## config.mk

```make
export PLATFORM = sky130hd
export DESIGN_NAME = dkgc_cell
export DESIGN_NICKNAME = d
export VERILOG_FILES = /design/src/hw/rtl/dkgc_pkg.sv /design/src/hw/rtl/dkgc_cell.sv
export SDC_FILE = /design/constraint.sdc
export NUM_CORES = 1
export LEC_CHECK = 0
export BUFFER_PORTS_ARGS = -buffer_cell sky130_fd_sc_hd__buf_2
export CAP_MARGIN = 5
export CORE_AREA = 2 2 184 222
export DETAILED_ROUTE_END_ITERATION = 8
export DIE_AREA = 0 0 186 224
export GPL_TIMING_DRIVEN = 0
export PLACE_DENSITY_LB_ADDON = 0.05
export SLEW_MARGIN = 20
export SYNTH_ARGS = -nofsm -noshare
export SYNTH_HDL_FRONTEND = slang
export SYNTH_SLANG_ARGS = --single-unit
```

## constraint.sdc

```tcl
create_clock -name clk -period 9.8 [get_ports clk]
set_input_delay 0.49 -clock clk [delete_from_list [all_inputs] [get_ports clk]]
set_output_delay 0.49 -clock clk [all_outputs]
set_load 0.01 [all_outputs]
```

## src/hw/rtl/dkgc_pkg.sv

```systemverilog
// ----------------------------------------------------------------------------
// dkgc_pkg: shared types and constants for the differential key-guess counter
// Widths, register indexes, the inverse S-box and the inverse bit permutation.
// ----------------------------------------------------------------------------
`default_nettype none

package dkgc_pkg;

    localparam int DEFAULT_COUNT_WIDTH = 17;

    localparam int CIPHER_W    = 64;
    localparam int NIBBLE_W    = 4;
    localparam int NIBBLES     = CIPHER_W / NIBBLE_W;
    localparam int GROUPS      = 6;
    localparam int GUESSES     = 16;
    localparam int LANE_W      = GROUPS * NIBBLE_W;
    localparam int POSITION_W  = 3;
    localparam int RESULT_CNT_W = 17;
    localparam int SEQ_W       = 4;

    // Configuration port
    localparam int CFG_INDEX_W = 2;
    localparam int CFG_DATA_W  = 16;
    localparam logic [CFG_INDEX_W-1:0] CFG_FILTER_MASK = 2'd0;
    localparam logic [CFG_INDEX_W-1:0] CFG_TARGET_DIFF = 2'd1;

    localparam logic [NIBBLES-1:0]  FILTER_MASK_RESET = 16'hFAAA;
    localparam logic [NIBBLE_W-1:0] TARGET_DIFF_RESET = 4'h4;

    // Controls broadcast to every cell
    typedef struct packed {
        logic                  init;      // zero the running best
        logic                  scan;      // compare one counter against the best
        logic [SEQ_W-1:0]      scan_idx;  // guess under comparison
        logic                  clear;     // zero all counters
        logic                  shift;     // move results one cell toward the output
    } cell_ctrl_t;

    function automatic logic [NIBBLE_W-1:0] sbox_inverse(input logic [NIBBLE_W-1:0] x);
        logic [NIBBLE_W-1:0] y;
        case (x)
            4'h0:    y = 4'h5;
            4'h1:    y = 4'hE;
            4'h2:    y = 4'hF;
            4'h3:    y = 4'h8;
            4'h4:    y = 4'hC;
            4'h5:    y = 4'h1;
            4'h6:    y = 4'h2;
            4'h7:    y = 4'hD;
            4'h8:    y = 4'hB;
            4'h9:    y = 4'h4;
            4'hA:    y = 4'h6;
            4'hB:    y = 4'h3;
            4'hC:    y = 4'h0;
            4'hD:    y = 4'h7;
            4'hE:    y = 4'h9;
            4'hF:    y = 4'hA;
            default: y = 4'h0;
        endcase
        return y;
    endfunction

    // Undo the PRESENT bit permutation: bit 16i mod 63 returns to bit i, bit 63 stays.
    function automatic logic [CIPHER_W-1:0] unpermute(input logic [CIPHER_W-1:0] x);
        logic [CIPHER_W-1:0] r;
        r = '0;
        for (int i = 0; i < CIPHER_W - 1; i++)
        begin
            r[i] = x[(16 * i) % (CIPHER_W - 1)];
        end
        r[CIPHER_W-1] = x[CIPHER_W-1];
        return r;
    endfunction

endpackage

`default_nettype wire

```

## src/hw/rtl/dkgc_cell.sv

```systemverilog
// ----------------------------------------------------------------------------
// dkgc_cell: one counted nibble
// Holds the 16 guess counters of one nibble, bumps them from the passing pair,
// hands the pair on to the next cell, finds its best guess by a scan and
// shifts results toward the output.
// ----------------------------------------------------------------------------
`default_nettype none

module dkgc_cell #(
    parameter int COUNT_WIDTH = dkgc_pkg::DEFAULT_COUNT_WIDTH
) (
    input  logic                          clk,
    input  logic                          rst_n,
    input  dkgc_pkg::cell_ctrl_t          ctrl,
    input  logic [dkgc_pkg::NIBBLE_W-1:0] target,
    input  logic                          pipe_valid,
    input  logic [dkgc_pkg::LANE_W-1:0]   pipe_a,
    input  logic [dkgc_pkg::LANE_W-1:0]   pipe_b,
    output logic                          fwd_valid,
    output logic [dkgc_pkg::LANE_W-1:0]   fwd_a,
    output logic [dkgc_pkg::LANE_W-1:0]   fwd_b,
    input  logic [dkgc_pkg::NIBBLE_W-1:0] next_key,
    input  logic [COUNT_WIDTH-1:0]        next_count,
    output logic [dkgc_pkg::NIBBLE_W-1:0] best_key,
    output logic [COUNT_WIDTH-1:0]        best_count
);
    import dkgc_pkg::*;

    logic [GUESSES-1:0]     hit;
    logic [COUNT_WIDTH-1:0] counter_reg  [GUESSES];
    logic [COUNT_WIDTH-1:0] counter_next [GUESSES];
    logic [COUNT_WIDTH-1:0] scan_value;

    logic                   fwd_valid_reg;
    logic [LANE_W-1:0]      fwd_a_reg, fwd_b_reg;
    logic [NIBBLE_W-1:0]    best_key_reg, best_key_next;
    logic [COUNT_WIDTH-1:0] best_count_reg, best_count_next;

    always_comb
    begin
        for (int g = 0; g < GUESSES; g++)
        begin
            hit[g] = (sbox_inverse(pipe_a[NIBBLE_W-1:0] ^ NIBBLE_W'(g))
                    ^ sbox_inverse(pipe_b[NIBBLE_W-1:0] ^ NIBBLE_W'(g))) == target;
            if (ctrl.clear)
            begin
                counter_next[g] = '0;
            end
            else if (pipe_valid && hit[g] && (counter_reg[g] != '1))
            begin
                counter_next[g] = counter_reg[g] + 1'b1;
            end
            else
            begin
                counter_next[g] = counter_reg[g];
            end
        end
    end

    always_ff @(posedge clk or negedge rst_n)
    begin
        if (!rst_n)
        begin
            for (int g = 0; g < GUESSES; g++)
            begin
                counter_reg[g] <= '0;
            end
        end
        else
        begin
            for (int g = 0; g < GUESSES; g++)
            begin
                counter_reg[g] <= counter_next[g];
            end
        end
    end

    // Strict greater with ascending guesses keeps the lowest guess on ties.
    assign scan_value = counter_reg[ctrl.scan_idx];

    always_comb
    begin
        best_key_next   = best_key_reg;
        best_count_next = best_count_reg;
        if (ctrl.init)
        begin
            best_key_next   = '0;
            best_count_next = '0;
        end
        else if (ctrl.scan && (scan_value > best_count_reg))
        begin
            best_key_next   = ctrl.scan_idx;
            best_count_next = scan_value;
        end
        else if (ctrl.shift)
        begin
            best_key_next   = next_key;
            best_count_next = next_count;
        end
    end

    always_ff @(posedge clk or negedge rst_n)
    begin
        if (!rst_n)
        begin
            fwd_valid_reg  <= 1'b0;
            best_key_reg   <= '0;
            best_count_reg <= '0;
        end
        else
        begin
            fwd_valid_reg  <= pipe_valid;
            best_key_reg   <= best_key_next;
            best_count_reg <= best_count_next;
        end
    end

    // advance the pair by one nibble for the next cell
    always_ff @(posedge clk)
    begin
        fwd_a_reg <= pipe_a >> NIBBLE_W;
        fwd_b_reg <= pipe_b >> NIBBLE_W;
    end

    assign fwd_valid  = fwd_valid_reg;
    assign fwd_a      = fwd_a_reg;
    assign fwd_b      = fwd_b_reg;
    assign best_key   = best_key_reg;
    assign best_count = best_count_reg;

endmodule

`default_nettype wire

```

Yosys cells after proc, flatten, opt, wreduce, memory -nomap -nowiden
Memory sizes are Yosys's and may differ from the RTL's.
Cells that the tools add are included.
{"block": "op_classes", "n_addsub": 16, "n_mux": 41, "bitwise": 47, "n_reduce_logical": 50, "magnitude_cmp": 2, "n_eq_ne": 32}
{"op": "2-to-1 mux 17 bit", "n": 37}
{"op": "adder 17 x 1 -> 17 bit (second input constant)", "n": 16}
{"op": "!= test 17 bit (second input constant)", "n": 16}
{"op": "binary-select mux 17 bit (select 4 bit)", "n": 1}
{"op": "== test 4 bit", "n": 16}
{"op": "bitwise XOR 4 bit", "n": 16}
{"op": "logical AND 1 bit", "n": 33}
{"op": "nonzero test 2 bit", "n": 16}
{"op": "inverter 2 bit", "n": 12}
{"op": "inverter 3 bit", "n": 8}
{"op": "greater-than comparator 17 bit", "n": 1}
{"op": "2-to-1 mux 4 bit", "n": 3}
{"op": "inverter 1 bit", "n": 8}
{"op": "inverter 4 bit", "n": 2}
{"op": ">= comparator 5 bit (second input constant)", "n": 1}
{"op": "inverter 4 -> 5 bit", "n": 1}
{"op": "nonzero test 3 bit", "n": 1}
{"block": "totals", "out_inout_bits": 70, "mem_bits_ro": 2048, "n_memories": 32, "elab_cells": 241, "reg_bits": 334, "in_bits": 84}
{"memory": "(name not given)", "words": 16, "word_bits": 4, "rd": 1, "rd_clocked_by_memory_dff": 0, "wr": 0, "line": "dkgc_pkg.sv:41", "rtl": "case (x)"}
{"memory": "(name not given)", "words": 16, "word_bits": 4, "rd": 1, "rd_clocked_by_memory_dff": 0, "wr": 0, "line": "dkgc_pkg.sv:41"}
{"memory": "(name not given)", "words": 16, "word_bits": 4, "rd": 1, "rd_clocked_by_memory_dff": 0, "wr": 0, "line": "dkgc_pkg.sv:41"}
{"memory": "(name not given)", "words": 16, "word_bits": 4, "rd": 1, "rd_clocked_by_memory_dff": 0, "wr": 0, "line": "dkgc_pkg.sv:41"}
{"memory": "(name not given)", "words": 16, "word_bits": 4, "rd": 1, "rd_clocked_by_memory_dff": 0, "wr": 0, "line": "dkgc_pkg.sv:41"}
{"memory": "(name not given)", "words": 16, "word_bits": 4, "rd": 1, "rd_clocked_by_memory_dff": 0, "wr": 0, "line": "dkgc_pkg.sv:41"}
{"memory": "26 more memories"}

Depth between registers and ports, before layout
{"block": "depth", "depth_word": 8, "mapped_depth": 15}

Worst setup path after synthesis
OpenSTA, ideal clock, no wires.
{"block": "synth_path", "path_type": "input-to-reg", "startpoint": "in ctrl[2] (netlist bit)", "endpoint": "reg best_count_reg[0] (netlist: best_count[0])", "required_ns": 9.658, "setup_slack_ns": 5.140, "setup_time_ns": 0.142, "arrival_ns": 4.518, "path_buffers": 4, "cell_stages": 12, "path_cell_list": "clkbuf_1 -> clkbuf_1 -> buf_1 -> mux4_2 -> mux4_2 -> ha_1 -> a41oi_1 -> a21oi_1 -> a2111oi_0 -> or2_2 -> clkbuf_1 -> a211oi_1"}
{"block": "synth_between", "elab_chain_len": 8, "word_cells_on_any_way": 9}
{"element": "start, declared", "line": "dkgc_cell.sv:14", "rtl": "input dkgc_pkg::cell_ctrl_t ctrl,"}
{"element": "inverter 4 -> 5 bit (implied by the code) (*)", "line": "dkgc_cell.sv:79", "rtl": "assign scan_value = counter_reg[ctrl.scan_idx];"}
{"element": "binary-select mux 17 bit (select 4 bit) (*)", "line": "dkgc_cell.sv:79"}
{"element": "2-to-1 mux 17 bit (implied by the code) (*) (2 in a row)", "line": "dkgc_cell.sv:79"}
{"element": "greater-than comparator 17 bit", "line": "dkgc_cell.sv:90", "rtl": "else if (ctrl.scan && (scan_value > best_count_reg))"}
{"element": "logical AND 1 bit", "line": "dkgc_cell.sv:90"}
{"element": "2-to-1 mux 17 bit", "line": "dkgc_cell.sv:90"}
{"element": "2-to-1 mux 17 bit", "line": "dkgc_cell.sv:85", "rtl": "if (ctrl.init)"}
{"element": "end signal, assigned", "line": "dkgc_cell.sv:114", "rtl": "best_count_reg <= best_count_next;"}
{"element": "end, declared", "line": "dkgc_cell.sv:37", "rtl": "logic [COUNT_WIDTH-1:0] best_count_reg, best_count_next;"}
Mark *: on every way between the ends. The rest lies on a longest branch, timed or not. The select of a mux whose other input is x is not followed.
A chain may end at the register's enable or synchronous reset.

Final worst setup path
{"block": "layout_path", "startpoint": "in ctrl[2] (netlist bit)", "endpoint": "reg best_count_reg[4] (netlist: best_count[4])"}
The elaborated chain is that of the path after synthesis.

==> results.yml <==
run_status:
  status: "finished clean"
min_path:
  min_path_type: "primary input to register"
  holdPathStages: 1
global_route:
  grt.busiest_layer: "met2"
  antenna_found_initial: 1
  use_met1_pct: 50.96
  use_met2_pct: 60.32
  grt_max_degree: 92
  grt_usage_pct: 38.92
  grt_pass1_wl_um: 121900
  gr-total-overflow: 0
  grt_util_met3_pct: 6.893
  grt_pass1_vias: 20700
cells_and_area:
  multi_input_comb_area_um2: 14110
  layout_commonest_cell: "dfrtp_1"
  register_area_um2: 8158
  antenna_cells: 0
  n_fill_cell: 3346
  finish.utilization_pct: 65.91
  largest_reg_flops: 272
  syn_to_final_growth_pct: 11.43
  final_design_area_no_fill_um2: 26060
  layout_common_cells: "dfrtp_1 (294), a21oi_1 (223), buf_2 (164), nand2_1 (154), nor2_1 (150)"
  drive_gt1_share_pct: 16.17
  design.final.nets: 2800
sta:
  fin_tns_setup_ps: 0
  finalCritPeriodShare_pct: 53.83
  finalSetupViolations: 0
  slew_headroom_pct: 22.51
  rsz0062_at_grt: "false"
  timing.fmax_mhz: 189.6
  fin_crit_ps: 5275
  fin_ws_ps: 4525
  finalHoldViolations: 0
  worstMarginPinSlew_ps: 1162
  drv_slew: 0
  finalClockSkew_ps: 37.62
setup_path:
  r2r_start: "counter_reg[223]"
  rr_worst_depth: 11
  rrSetupSlack_ps: 5460
  path_cells: "clkbuf_1, clkbuf_1, buf_1, mux4_2, mux4_2, ha_1, a41oi_1, a21oi_1, a2111oi_0, or2_2, clkbuf_1, a211oi_1"
  r2r-end: "best_count[4]"
  cp-end-kind: "register"
  cp-startpoint: "ctrl[2]"
  crit_buf_inv: 4
  cp_slowest_cell: "buf_1"
  crit_top_cell: "clkbuf_1"
  timing.setup.critical_path_class: "primary input to register"
  arrival_ps: 5690
  cp_max_fo: 10
  critPathTopFamily: "buffers and inverters"
  critical_path_cell_count: 12
  cpPeakStageDelay_ps: 870
  crit_required_ps: 10220
  crit_path_start_kind: "primary input"
  endpoint: "best_count[4]"
drt:
  vias: 22010
  drc: 0
  first_pass_iters: 6
  wire_per_inst_um: 25.21
  viasPerCell: 6.855
  wl_um: 80960
  drt_iter0_markers: 2624
  drtAntennaViolNets: 0
clocking:
  cts_sinks: 334
  cts_tree: "done"
  numCtsBuffers: 37
  cts_resized: 0
  cts_root_buf: "clkbuf_16"
  cts_buffer_depth: 3
  htreeDepth: 2
  clk_pin_slew_ps: 60
  insertion_delay_ps: 580
placed_design:
  placement.io_buffers: 133
  dpl_worst_slack_ps: 3970
  post-dp-hpwl_um: 61480
  gp_congestion: 1.043
  placed_area_um2: 24840
power:
  pwr-share-seq_pct: 39.9
  p_sw_mw: 1.104
  powerDensity_nw_per_um2: 136.1
  vdd_drop_max_mv: 0.1646
  p_sw_share_pct: 31.13
  clkPwrFrac_pct: 40.1
  internal_power_mw: 2.442
  p_leak_nw: 10.43
  comb_power_share_pct: 20.1
yosys:
  synthSimpleGateAreaFrac_pct: 21.37
  post_synth_mux_area_share_pct: 15.78
  synthAdderAreaFrac_pct: 3.424
  yosys.area_share.xor_xnor_pct: 5.874
  syn_area_per_cell_um2: 9.472
  ys.flop_type: "dfrtp_1"
  synth-async-reset-ratio_pct: 88.02
  synth_area_um2: 23390
  synthCells: 2469
  synth_edf_count: 0
  ys_seq_elements: 334
  synth_compound_area_share_pct: 13.74
  yosys_warnings: 0
  synth_top_family_by_area: "simple AND/OR/NAND/NOR gates"
  ys_types: 68
  seq_area_frac_synth_pct: 34.88
floorplanning:
  start_util_pct: 59.15
  die-area_um2: 41660
  rows: 80
  coreArea_um2: 39540
  die_width_um: 186
  die_h_um: 224
  io-pin-count: 154
flow_run:
  drv_cap: 0
## power groups by stage
stage | Sequential, mW | Clock (mW) | Combinational (mW)
after floorplan | 1.44 | 0 | 0.432
after global placement | 1.44 | 0 | 0.679
after detailed placement | 1.44 | 0 | 0.689
after CTS | 1.41 | 1.42 | 0.693
after global routing | 1.42 | 1.48 | 0.751
final | 1.41 | 1.42 | 0.711
## per-layer routing
metal  vias to the layer above  wire, µm  part of all wire, %
li1                       9682         -                    -
met1                     10820     30290                   37
met2                      1260     36990                   46
met3                       252      7834                  9.7
met4                         0      5842                  7.2
met5                         -         0                    0
## layout make-up
type,instances,share of cell area (%)
Clock inverter,15,0.6530
Timing Repair Buffer,137,2.948
Inverter,80,1.152
Buffer,198,3.250
Tap cell,533,2.559
Multi-Input combinational cell,1864,54.16
Clock buffer,50,3.975
Sequential cell,334,31.30
## per-stage QoR
stage          cells  power [mW]  hold WS (ps)
4_1_cts         3211       3.529         5.825
6_report        3211       3.546         12.62
3_5_place_dp    3145       2.128         381.8
2_1_floorplan   2476       1.876         194.4
5_1_grt         3211       3.642         13.49
3_3_place_gp    3142       2.117         531.6
## worst min path at each step
| stage | start | end | slack, ps |
|---|---|---|---|
| after detailed placement | rst_n | counter_reg[192] | 380 |
| after global routing | pipe_b[10] | fwd_b[6] | 10 |
| after CTS | pipe_a[23] | fwd_a[19] | 6 |
| after global placement | counter_reg[152] | counter_reg[152] | 530 |
| final | pipe_a[23] | fwd_a[19] | 10 |
| after floorplan | rst_n | best_count[0] | 190 |
## worst register-to-register path, cell delays in order (launching register included)
cell	delay [ps]
dfrtp_1	530
mux4_2	600
mux4_2	520
ha_1	320
a21o_1	180
a21o_1	160
a21oi_1	160
o211ai_1	130
a2111oi_0	800
or2_2	260
clkbuf_1	370
a211oi_1	170
## cell families after synthesis
kind of cell               count (synthesis)
buffers and inverters                    278
other                                      1
AOI/OAI and AO/OA                        524
adders and majority gates                 64
DFF                                      334
muxes                                    231
and+or+nand+nor                          911
xor gates and xnor gates                 126
## cell usage after synthesis, types with 13 or more instances
cell | n | area (µm²)
mux2i_1 | 92 | 920.9
mux4_2 | 107 | 2410
xnor2_1 | 81 | 709.4
inv_1 | 77 | 289.0
or4_1 | 108 | 810.8
nor3_1 | 54 | 270.3
o41ai_1 | 17 | 148.9
nor2_1 | 150 | 563.0
xnor3_1 | 13 | 292.8
nor2b_1 | 27 | 168.9
nand4_1 | 54 | 337.8
nor3b_1 | 14 | 105.1
mux2_2 | 32 | 360.4
buf_2 | 32 | 160.2
o21ai_0 | 87 | 435.4
a21oi_1 | 223 | 1116
a211oi_1 | 18 | 135.1
nand2b_1 | 16 | 100.1
xor2_1 | 26 | 227.7
nand3_1 | 110 | 550.5
dfrtp_1 | 294 | 7357
or2_2 | 43 | 269.0
buf_1 | 13 | 48.80
o311ai_0 | 17 | 148.9
nand2_1 | 154 | 578.1
or3_1 | 52 | 325.3
nor4_1 | 47 | 294.0
and3_1 | 36 | 225.2
o31ai_1 | 113 | 848.3
ha_1 | 64 | 800.8
dfxtp_1 | 40 | 800.8
clkbuf_1 | 139 | 521.8
## repair_timing
action,4_1_cts,5_1_grt
hold buffers,1,0
endpoints found under the hold margin,28,0
buffers inserted,0,0
Power figures use the tool's default switching activity.
