==> config.mk <==
export PLATFORM = sky130hd
export DESIGN_NAME = dkgc_front
export DESIGN_NICKNAME = d
export VERILOG_FILES = /design/src/hw/rtl/dkgc_pkg.sv /design/src/hw/rtl/dkgc_front.sv
export SDC_FILE = /design/constraint.sdc
export NUM_CORES = 1
export LEC_CHECK = 0
export BUFFER_PORTS_ARGS = -buffer_cell sky130_fd_sc_hd__buf_4
export CAP_MARGIN = 15
export CORE_MARGIN = 5
export CORE_UTILIZATION = 40
export CTS_CLUSTER_DIAMETER = 80
export DETAILED_ROUTE_END_ITERATION = 10
export GPL_TIMING_DRIVEN = 0
export PLACE_DENSITY = 0.82
export SLEW_MARGIN = 20
export SYNTH_ARGS = -nofsm -noshare
export SYNTH_HDL_FRONTEND = slang
export SYNTH_SLANG_ARGS = --single-unit
==> constraint.sdc <==
create_clock -name clk -period 6.6 [get_ports clk]
set_input_delay 0.66 -clock clk [delete_from_list [all_inputs] [get_ports clk]]
set_output_delay 0.66 -clock clk [all_outputs]
set_load 0.02 [all_outputs]
==> src/hw/rtl/dkgc_pkg.sv <==
// ----------------------------------------------------------------------------
// dkgc_pkg: shared types and constants for the differential key-guess counter
// Widths, register indexes, the inverse S-box and the inverse bit permutation.
// ----------------------------------------------------------------------------
`default_nettype none

package dkgc_pkg;

    localparam int DEFAULT_COUNT_WIDTH = 17;

    localparam int CIPHER_W    = 64;
    localparam int NIBBLE_W    = 4;
    localparam int NIBBLES     = CIPHER_W / NIBBLE_W;
    localparam int GROUPS      = 6;
    localparam int GUESSES     = 16;
    localparam int LANE_W      = GROUPS * NIBBLE_W;
    localparam int POSITION_W  = 3;
    localparam int RESULT_CNT_W = 17;
    localparam int SEQ_W       = 4;

    // Configuration port
    localparam int CFG_INDEX_W = 2;
    localparam int CFG_DATA_W  = 16;
    localparam logic [CFG_INDEX_W-1:0] CFG_FILTER_MASK = 2'd0;
    localparam logic [CFG_INDEX_W-1:0] CFG_TARGET_DIFF = 2'd1;

    localparam logic [NIBBLES-1:0]  FILTER_MASK_RESET = 16'hFAAA;
    localparam logic [NIBBLE_W-1:0] TARGET_DIFF_RESET = 4'h4;

    // Controls broadcast to every cell
    typedef struct packed {
        logic                  init;      // zero the running best
        logic                  scan;      // compare one counter against the best
        logic [SEQ_W-1:0]      scan_idx;  // guess under comparison
        logic                  clear;     // zero all counters
        logic                  shift;     // move results one cell toward the output
    } cell_ctrl_t;

    function automatic logic [NIBBLE_W-1:0] sbox_inverse(input logic [NIBBLE_W-1:0] x);
        logic [NIBBLE_W-1:0] y;
        case (x)
            4'h0:    y = 4'h5;
            4'h1:    y = 4'hE;
            4'h2:    y = 4'hF;
            4'h3:    y = 4'h8;
            4'h4:    y = 4'hC;
            4'h5:    y = 4'h1;
            4'h6:    y = 4'h2;
            4'h7:    y = 4'hD;
            4'h8:    y = 4'hB;
            4'h9:    y = 4'h4;
            4'hA:    y = 4'h6;
            4'hB:    y = 4'h3;
            4'hC:    y = 4'h0;
            4'hD:    y = 4'h7;
            4'hE:    y = 4'h9;
            4'hF:    y = 4'hA;
            default: y = 4'h0;
        endcase
        return y;
    endfunction

    // Undo the PRESENT bit permutation: bit 16i mod 63 returns to bit i, bit 63 stays.
    function automatic logic [CIPHER_W-1:0] unpermute(input logic [CIPHER_W-1:0] x);
        logic [CIPHER_W-1:0] r;
        r = '0;
        for (int i = 0; i < CIPHER_W - 1; i++)
        begin
            r[i] = x[(16 * i) % (CIPHER_W - 1)];
        end
        r[CIPHER_W-1] = x[CIPHER_W-1];
        return r;
    endfunction

endpackage

`default_nettype wire

==> src/hw/rtl/dkgc_front.sv <==
// ----------------------------------------------------------------------------
// dkgc_front: pair front end
// Unpermutes both ciphertexts, applies the nibble filter, counts kept pairs
// and registers the even nibbles of kept pairs for the cell chain.
// ----------------------------------------------------------------------------
`default_nettype none

module dkgc_front #(
    parameter int COUNT_WIDTH = dkgc_pkg::DEFAULT_COUNT_WIDTH
) (
    input  logic                          clk,
    input  logic                          rst_n,
    input  logic                          pair_accept,
    input  logic [dkgc_pkg::CIPHER_W-1:0] first_ciphertext,
    input  logic [dkgc_pkg::CIPHER_W-1:0] second_ciphertext,
    input  logic [dkgc_pkg::NIBBLES-1:0]  filter_mask,
    input  logic                          clear,
    output logic                          stage_valid,
    output logic [dkgc_pkg::LANE_W-1:0]   stage_a,
    output logic [dkgc_pkg::LANE_W-1:0]   stage_b,
    output logic [COUNT_WIDTH-1:0]        kept_count
);
    import dkgc_pkg::*;

    logic [CIPHER_W-1:0]    perm_a;
    logic [CIPHER_W-1:0]    perm_b;
    logic [NIBBLES-1:0]     nibble_ne;
    logic                   keep;
    logic [LANE_W-1:0]      even_a;
    logic [LANE_W-1:0]      even_b;

    logic                   stage_valid_reg, stage_valid_next;
    logic [LANE_W-1:0]      stage_a_reg, stage_b_reg;
    logic [COUNT_WIDTH-1:0] kept_reg, kept_next;

    always_comb
    begin
        perm_a = unpermute(first_ciphertext);
        perm_b = unpermute(second_ciphertext);
        for (int j = 0; j < NIBBLES; j++)
        begin
            nibble_ne[j] = |(perm_a[NIBBLE_W*j +: NIBBLE_W] ^ perm_b[NIBBLE_W*j +: NIBBLE_W]);
        end
        keep = ~|(filter_mask & nibble_ne);
        // gather nibbles 0, 2, ..., 10
        for (int k = 0; k < GROUPS; k++)
        begin
            even_a[NIBBLE_W*k +: NIBBLE_W] = perm_a[2*NIBBLE_W*k +: NIBBLE_W];
            even_b[NIBBLE_W*k +: NIBBLE_W] = perm_b[2*NIBBLE_W*k +: NIBBLE_W];
        end
    end

    always_comb
    begin
        stage_valid_next = pair_accept && keep;
        kept_next        = kept_reg;
        if (clear)
        begin
            kept_next = '0;
        end
        else if (stage_valid_next && (kept_reg != '1))
        begin
            kept_next = kept_reg + 1'b1;
        end
    end

    always_ff @(posedge clk or negedge rst_n)
    begin
        if (!rst_n)
        begin
            stage_valid_reg <= 1'b0;
            kept_reg        <= '0;
        end
        else
        begin
            stage_valid_reg <= stage_valid_next;
            kept_reg        <= kept_next;
        end
    end

    always_ff @(posedge clk)
    begin
        if (pair_accept)
        begin
            stage_a_reg <= even_a;
            stage_b_reg <= even_b;
        end
    end

    assign stage_valid = stage_valid_reg;
    assign stage_a     = stage_a_reg;
    assign stage_b     = stage_b_reg;
    assign kept_count  = kept_reg;

endmodule

`default_nettype wire

; ---- Yosys cells after proc, flatten, opt, wreduce, memory -nomap -nowiden
; Index checks and enable logic that the tools add are counted.
[word_totals]
ff_bits = 66
input_bits = 148
out_inout_bits = 66
word_cells = 46
[classes]
addsub = 1
eq_ne = 1
n_mux = 2
bitwise_logic = 17
reduce_logical = 21
[op_table]
columns = cell, n
row1 = $reduce_or 4->1, 16
row2 = $xor 4x4->4, 16
row3 = $mux 17, 2
row4 = $add 17x1->17 const B, 1
row5 = $ne 17x17->1 const B, 1
row6 = $and 16x16->16, 1
row7 = $reduce_or 16->1, 1
row8 = $logic_and 1x1->1, 2
row9 = $reduce_bool 2->1, 1
row10 = $logic_not 1->1, 1

; ---- Depth between registers and ports, before layout
; Gate-level depths: netlist of the first run.
[depth]
depth_word = 9
depth_mapped = 11
ltp_nobuf = 10

; ---- Worst setup path after synthesis of the first run
; Ideal clock, no wire load.
[synth_path]
path_kind = input to register
from = in second_ciphertext[54] in the netlist's numbering
to = reg kept_reg[12], in the netlist kept_count[12]
setup_time_ps = 127
t_arrival_ps = 2284
t_required_ps = 6473
slack_ps = 4189
stages = 7
n_path_buf = 1
cell_sequence = xor2_1 o41ai_1 nand4_1 nor4_4 buf_6 nand4_1 mux2_1
[synth_via]
elab_chain_cells = 8
[synth_lines]
columns = element, line
row1 = from (decl), dkgc_front.sv:15  ; input logic [dkgc_pkg::CIPHER_W-1:0] second_ciphertext,
row2 = $xor 4x4->4, dkgc_front.sv:42  ; nibble_ne[j] = |(perm_a[NIBBLE_W*j +: NIBBLE_W] ^ perm_b[NIBBLE_W*j +: NIBBLE_W]);
row3 = $reduce_or 4->1, dkgc_front.sv:42
row4 = $and 16x16->16, dkgc_front.sv:44  ; keep = ~|(filter_mask & nibble_ne);
row5 = $reduce_or 16->1, dkgc_front.sv:44
row6 = $logic_not 1->1, dkgc_front.sv:44
row7 = $logic_and 1x1->1, dkgc_front.sv:55  ; stage_valid_next = pair_accept && keep;
row8 = $logic_and 1x1->1, dkgc_front.sv:61  ; else if (stage_valid_next && (kept_reg != '1))
row9 = $reduce_bool 2->1 (no source line), n/a
row10 = to (signal assigned), dkgc_front.sv:77  ; kept_reg <= kept_next;
row11 = to (decl), dkgc_front.sv:34  ; logic [COUNT_WIDTH-1:0] kept_reg, kept_next;
; No other way between the ends.
; A chain may end at the register's enable or synchronous reset.

; ---- Worst setup path in the final report of the first run
[layout_path]
from = in second_ciphertext[34] in the netlist's numbering
to = reg kept_reg[13], in the netlist kept_count[13]
; The elaborated chain is that of the path after synthesis.

==> impl_metrics.yaml, run 1 <==
timing:
  fin_ws_ns: 3.996
  fin_crit_sh_pct: 39.46
  hold-worst-slack_ns: 0.1796
  period_minus_slack_ns: 2.604
  final-hold-violation-count: 0
  slew_violations: 0
  setup_tns_ns: 0
  max_slew_margin_pct: 58.07
  final-setup-viol-count: 0
  max_freq_mhz: 384.0
  fin_skew_ns: 0.005347
  worst_slew_pin_slew_ns: 0.6290
  rsz0062_at_grt: "false"
logic_synthesis:
  synth-seq-cells: 66
  synth_flop_cell: "edfxtp_1"
  synth_area_per_cell_um2: 13.09
  yosysMostFrequentCell: "xor2_1"
  synth_edf_count: 48
  synth_warnings: 0
  synth_commonest_cells: "64 x xor2_1, 48 x edfxtp_1, 21 x nor2_1, 18 x dfrtp_1, 16 x o41ai_1"
  syn_area_um2: 3337
  ys_types: 28
  yosysTopAreaCellShare_pct: 43.19
  post-synth-top-area-cell: "edfxtp_1"
  syn_nets: 405
  syn_inst: 255
  ys_seq_area_share_pct: 56.69
  yosys-top-cells-area: "edfxtp_1 43%, xor2_1 17%, dfrtp_1 13%, o41ai_1 4.2%, mux2_2 4.0%"
  async_flop_share_pct: 27.27
cells_and_area:
  fin_nets: 629
  n_antenna_cell: 0
  drive_gt1_share_pct: 51.03
  stdcell_count: 589
  synthToLayoutAreaGrowth_pct: 57.63
  post-route-util_pct: 64.34
  finalInstanceArea_um2: 5260
placement:
  dp_hpwl_mm: 8.733
  place_ws_ns: 3.607
  numPortBuffers: 213
  dpl_cell_area_um2: 5067
  place_inst: 573
  gp_congestion: 0.7888
cts:
  clk_latency_ns: 0.34
  numCtsBuffers: 9
  post_cts.repair.setup_buffers: 0
  cts_root_buf: "clkbuf_8"
  cts_sinks: 66
  clockBufferDepth: 2
  postCtsHoldBufs: 0
  path_clk_slew_ns: 0.08
  htreeDepth: 3
  tritoncts: "done"
  post_cts_resized: 0
worst_setup_path:
  cp.required_ns: 6.83
  cp_common_cell: "nand4_1"
  slowest_delay_ns: 0.49
  cpMaxStageDelayCell: "nor4_4"
  crit_type: "in -> reg"
  start_kind: "primary input"
  cp-end-kind: "register"
  r2r_slack_ns: 4.08
  path_cells: "buf_4 -> xor2_1 -> o41ai_1 -> nand4_1 -> nor4_4 -> buf_6 -> nand4_1 -> mux2_1"
  cp_max_fo: 10
  arrival_ns: 2.83
die:
  start_util_pct: 40.82
  die_area_um2: 10270
  die_w_um: 101.3
  die_height_um: 101.3
  row_count: 33
  core_um2: 8175
  top_level_ports: 214
drt:
  post_drt_wl_per_cell_um: 18.06
  drt_wl_total_mm: 10.64
  first_pass_iters: 4
  post-route-drc-count: 0
  via_per_inst: 4.990
  drt-initial-drc-count: 109
  postRouteAntennaNets: 0
  via_count: 2939
power_and_ir_drop:
  power_leakage_nw: 2.450
  total_power_mw: 1.015
  power.density_nw_per_um2: 193.0
  peakVddDrop_v: 0.00008962
global_route:
  grt_pass1_wl_mm: 15.40
  grt_usage_pct: 19.96
  grt_pass1_vias: 3026
  grt_max_degree: 51
  grt_overflow_total: 0
  antenna_found_initial: 0
outcome:
  outcome: "completed"
flow_run:
  max_cap_violations: 0
hold_path:
  hold_path.class: "in -> async"
## where the power goes
group / internal, mW / leakage [nW] / switching (mW) / total (mW)
Clock: 0.174 / 0.0970 / 0.161 / 0.335
Sequential: 0.472 / 0.721 / 0.00707 / 0.479
Combinational: 0.105 / 1.63 / 0.0957 / 0.201
Total: 0.751 / 2.45 / 0.264 / 1.01
## kinds of logic after synthesis
logic type               after synthesis  share of synthesized area, %
buffers and inverters                  7                         1.912
AND/OR/NAND/NOR                       83                         13.99
adder cells (fa/ha/maj)                2                        0.7498
XOR/XNOR                              64                         16.80
multiplexers                          17                         5.662
AO/OA/AOI/OAI                         16                         4.199
flip-flops                            66                         56.69
## path summary, 6_finish.rpt
| check | startpoint | endpoint | cells after the start |
|---|---|---|---|
| setup / recovery | second_ciphertext[34] | kept_count[13] | 8 |
| hold / removal | rst_n | kept_count[14] | 1 |
| setup reg to reg | kept_count[4] | kept_count[14] | 11 |
| hold reg to reg | kept_count[16] | kept_count[16] | 2 |
| max in group asynchronous | rst_n | stage_valid | 1 |
| min in group clk | second_ciphertext[54] | stage_b[15] | 1 |
## area by class of cell
cell class / instances / area [um^2]
buffer: 6 / 60.06
clock buffer: 9 / 123.9
clock inverter: 7 / 68.82
fill: 646 / 2915
inverter: 1 / 3.754
multi-input combinational: 182 / 1381
sequential: 66 / 1892
tap: 105 / 131.4
timing repair buffer: 213 / 1599
## worst max-delay path, delay by kind of cell
| family | cells | cell delay [ns] |
|---|---|---|
| compound gates | 1 | 0.47 |
| xor+xnor | 1 | 0.15 |
| buf+inv | 2 | 0.32 |
| mux | 1 | 0.33 |
| simple gates | 3 | 0.89 |
## cell usage in the layout, fill, tap and decap left out, types with 2 or more instances in the layout
cell / count
nand2_1: 6
ha_1: 2
clkinv_2: 2
and3_1: 4
edfxtp_1: 48
xor2_1: 64
nand3_1: 12
nor4b_1: 2
nor2b_1: 13
nor3b_1: 2
mux2_1: 3
buf_4: 213
nand2b_1: 4
o41ai_1: 16
nor2_1: 21
mux2_2: 12
clkbuf_1: 2
nand4_1: 10
nor3_1: 3
mux2i_1: 2
dfrtp_1: 18
clkbuf_8: 12
## metal layers
layer	up-vias	routed length (um)	global-route usage [%]	part of all wire, %
met5	-	0	0	0
met4	0	216	7.362	2.0
met3	16	956	4.890	9.0
met2	137	5694	37.78	54
met1	1401	3771	21.24	35
li1	1385	-	-	-
No activity file was read; power rests on OpenSTA's default activity.
==> run 2, diff against run 1 <==
Settings changed: ABC_AREA set to 1, PLACE_DENSITY 0.82 to 0.81.
Clock period 6.6 ns to 2.3 ns, I/O delays scaled along.
==> impl_metrics.yaml, run 2 <==
die:
  row_count: 36
  die_area_um2: 12130
  core_um2: 9774
  top_level_ports: 214
  die_w_um: 110.1
  die_height_um: 110.1
  start_util_pct: 41.03
cells_and_area:
  n_antenna_cell: 0
  final_cell_mix: "223 x buf_4, 173 x nand2_1, 105 x inv_1"
  drive_gt1_share_pct: 35.09
  post-route-util_pct: 62.29
  synthToLayoutAreaGrowth_pct: 51.83
  final_common_cell: "buf_4"
  fin_nets: 923
  fill_cells: 802
placement:
  numPortBuffers: 213
  dp_hpwl_mm: 9.714
  gp_congestion: 0.8817
timing:
  fin_crit_sh_pct: 96.99
  max_freq_mhz: 448.3
  period_minus_slack_ns: 2.231
  slew_violations: 0
  max_slew_margin_pct: 57.33
  rsz0062_at_grt: "true"
  worst_slew_pin_slew_ns: 0.6401
  final-setup-viol-count: 0
  fin_skew_ns: 0.008726
  final-hold-violation-count: 0
logic_synthesis:
  synth_edf_count: 48
  synth_area_per_cell_um2: 7.440
  syn_area_um2: 4010
  yosysMostFrequentCell: "nand2_1"
  synth-seq-cells: 66
  yosys-top-cells-area: "edfxtp_1 36%, nand2_1 16%, dfrtp_1 11%, inv_1 9.8%, nor2_1 9.2%"
  ys_types: 25
  syn_nets: 689
  syn_inst: 539
  post-synth-top-area-cell: "edfxtp_1"
  synth_warnings: 0
  yosysTopAreaCellShare_pct: 35.94
  synth_commonest_cells: "174 x nand2_1, 105 x inv_1, 98 x nor2_1, 48 x edfxtp_1, 20 x nand4_1"
  ys_seq_area_share_pct: 47.18
  async_flop_share_pct: 27.27
  synth_flop_cell: "edfxtp_1"
power_and_ir_drop:
  p_comb_share_pct: 21.9
  power.switching_mw: 0.7930
  clockPowerShare_pct: 31.6
  power_leakage_nw: 3.412
  p_int_mw: 2.166
  swShare_pct: 26.80
  total_power_mw: 2.959
  peakVddDrop_v: 0.0002716
  power.density_nw_per_um2: 486.1
  seqPwrFrac_pct: 46.5
global_route:
  grt_pass1_wl_mm: 18.82
  antenna_found_initial: 0
  grt_max_degree: 50
  grt_pass1_vias: 4076
  grt_usage_pct: 20.15
  grt_overflow_total: 0
cts:
  cts_root_buf: "clkbuf_8"
  tritoncts: "done"
  numCtsBuffers: 9
  path_clk_slew_ns: 0.07
  clk_latency_ns: 0.34
  cts_sinks: 66
  clockBufferDepth: 2
  htreeDepth: 3
outcome:
  outcome: "completed"
worst_setup_path:
  cp-end-kind: "register"
  crit_type: "reg -> reg"
  path_cells: "ha_2 -> nand2_2 -> nor2_4 -> nand4_1 -> nor2_1 -> inv_1 -> nor3_2 -> ha_2 -> clkinv_4 -> nand3_4 -> clkbuf_16 -> nand3_2 -> nand2_1"
  cpMaxStageDelayCell: "dfrtp_1"
  start_kind: "register"
  cp_common_cell: "ha_2"
  cp_max_fo: 8
  cp.required_ns: 2.59
  arrival_ns: 2.52
  slowest_delay_ns: 0.42
  r2r_slack_ns: 0.07
drt:
  post-route-drc-count: 0
  post_drt_wl_per_cell_um: 13.46
  drt-initial-drc-count: 207
  first_pass_iters: 4
  drt_wl_total_mm: 12.26
  via_per_inst: 4.512
  postRouteAntennaNets: 0
  via_count: 4110
hold_path:
  hold_path.class: "in -> reg"
flow_run:
  max_cap_violations: 0
-- run 2: changes by cell type after synthesis, sizes merged, moves of 10 or more --
cell	delta
inv	+104
mux2	-15
nand2	+173
nand3	+12
nand4	+10
nor2	+84
nor2b	-13
o41ai	-16
xor2	-48
-- run 2: worst paths after layout --
check | endpoint | cells past startpoint | startpoint
worst min register to register | kept_count[9] | 2 | kept_count[9]
worst max register to register | kept_count[8] | 13 | kept_count[1]
worst max-delay path | kept_count[8] | 13 | kept_count[1]
max in group asynchronous | kept_count[0] | 2 | rst_n
min in group asynchronous | kept_count[11] | 2 | rst_n
worst min-delay path | stage_a[0] | 1 | first_ciphertext[0]
-- run 2: critical path: cells and delay by family, from the launching register on --
kind | cells | cell delay [ns]
and+or+nand+nor | 8 | 0.97
adders and majority gates | 2 | 0.46
DFF | 1 | 0.42
buffers and inverters | 3 | 0.33
-- run 2: final cells by class --
cell class,count,area (um^2),area share (%)
clock inverter,6,57.56,0.9453
timing repair buffer,223,1694,27.83
clock buffer,10,127.6,2.096
tap,133,166.4,2.733
multi-input combinational,361,1688,27.72
buffer,6,58.81,0.9659
sequential,66,1893,31.09
inverter,106,402.9,6.617
-- run 2: stage by stage --
stage	cell area, um^2	setup WS, ns	hold slack [ns]	TNS [ns]	std cells
global route	6088	-0.05939	0.04739	-0.3529	911
detailed placement	5776	-0.3666	0.1214	-4.802	885
finish	6088	0.06930	0.07260	0	911
floorplan	4010	0.06107	-0.06559	0	539
global placement	5776	-0.3084	0.1090	-3.951	885
CTS	5984	0.007619	0.05513	0	903
-- run 2: power groups by stage --
stage / sequential [mW] / clock, mW / combinational (mW)
after global placement: 1.40 / 0 / 0.632
after detailed placement: 1.40 / 0 / 0.651
final: 1.38 / 0.935 / 0.649
after global routing: 1.38 / 1.02 / 0.713
after CTS: 1.38 / 0.954 / 0.654
after floorplan: 1.49 / 0 / 0.166
-- run 2: kinds of logic (layout without fill, tap and decap cells) --
kind of cell	count (synthesis)	after routing	synth area share, %
AO/OA/AOI/OAI	7	7	0.8735
XOR/XNOR	18	18	3.931
adder cells (fa/ha/maj)	2	2	0.6239
buffers and inverters	112	351	11.17
flip-flops	66	66	47.18
AND/OR/NAND/NOR	334	334	36.23
-- run 2: what timing repair did --
| action | in CTS | in global routing |
|---|---|---|
| resized for setup | 2 | 10 |
| pin swaps | 0 | 7 |
| buffers inserted | 1 | 7 |
| hold endpoints to repair | 18 | 0 |
| hold buffers | 1 | 0 |
| cloned | 0 | 1 |
| setup endpoints to repair | 17 | 16 |
-- run 2: per-layer routing --
metal | vias up | track usage (%) | wire (um)
met5 | - | 0 | 0
met2 | 175 | 35.44 | 6281
met4 | 0 | 10.11 | 341
met3 | 32 | 4.892 | 1111
met1 | 1788 | 22.67 | 4525
li1 | 2115 | - | -
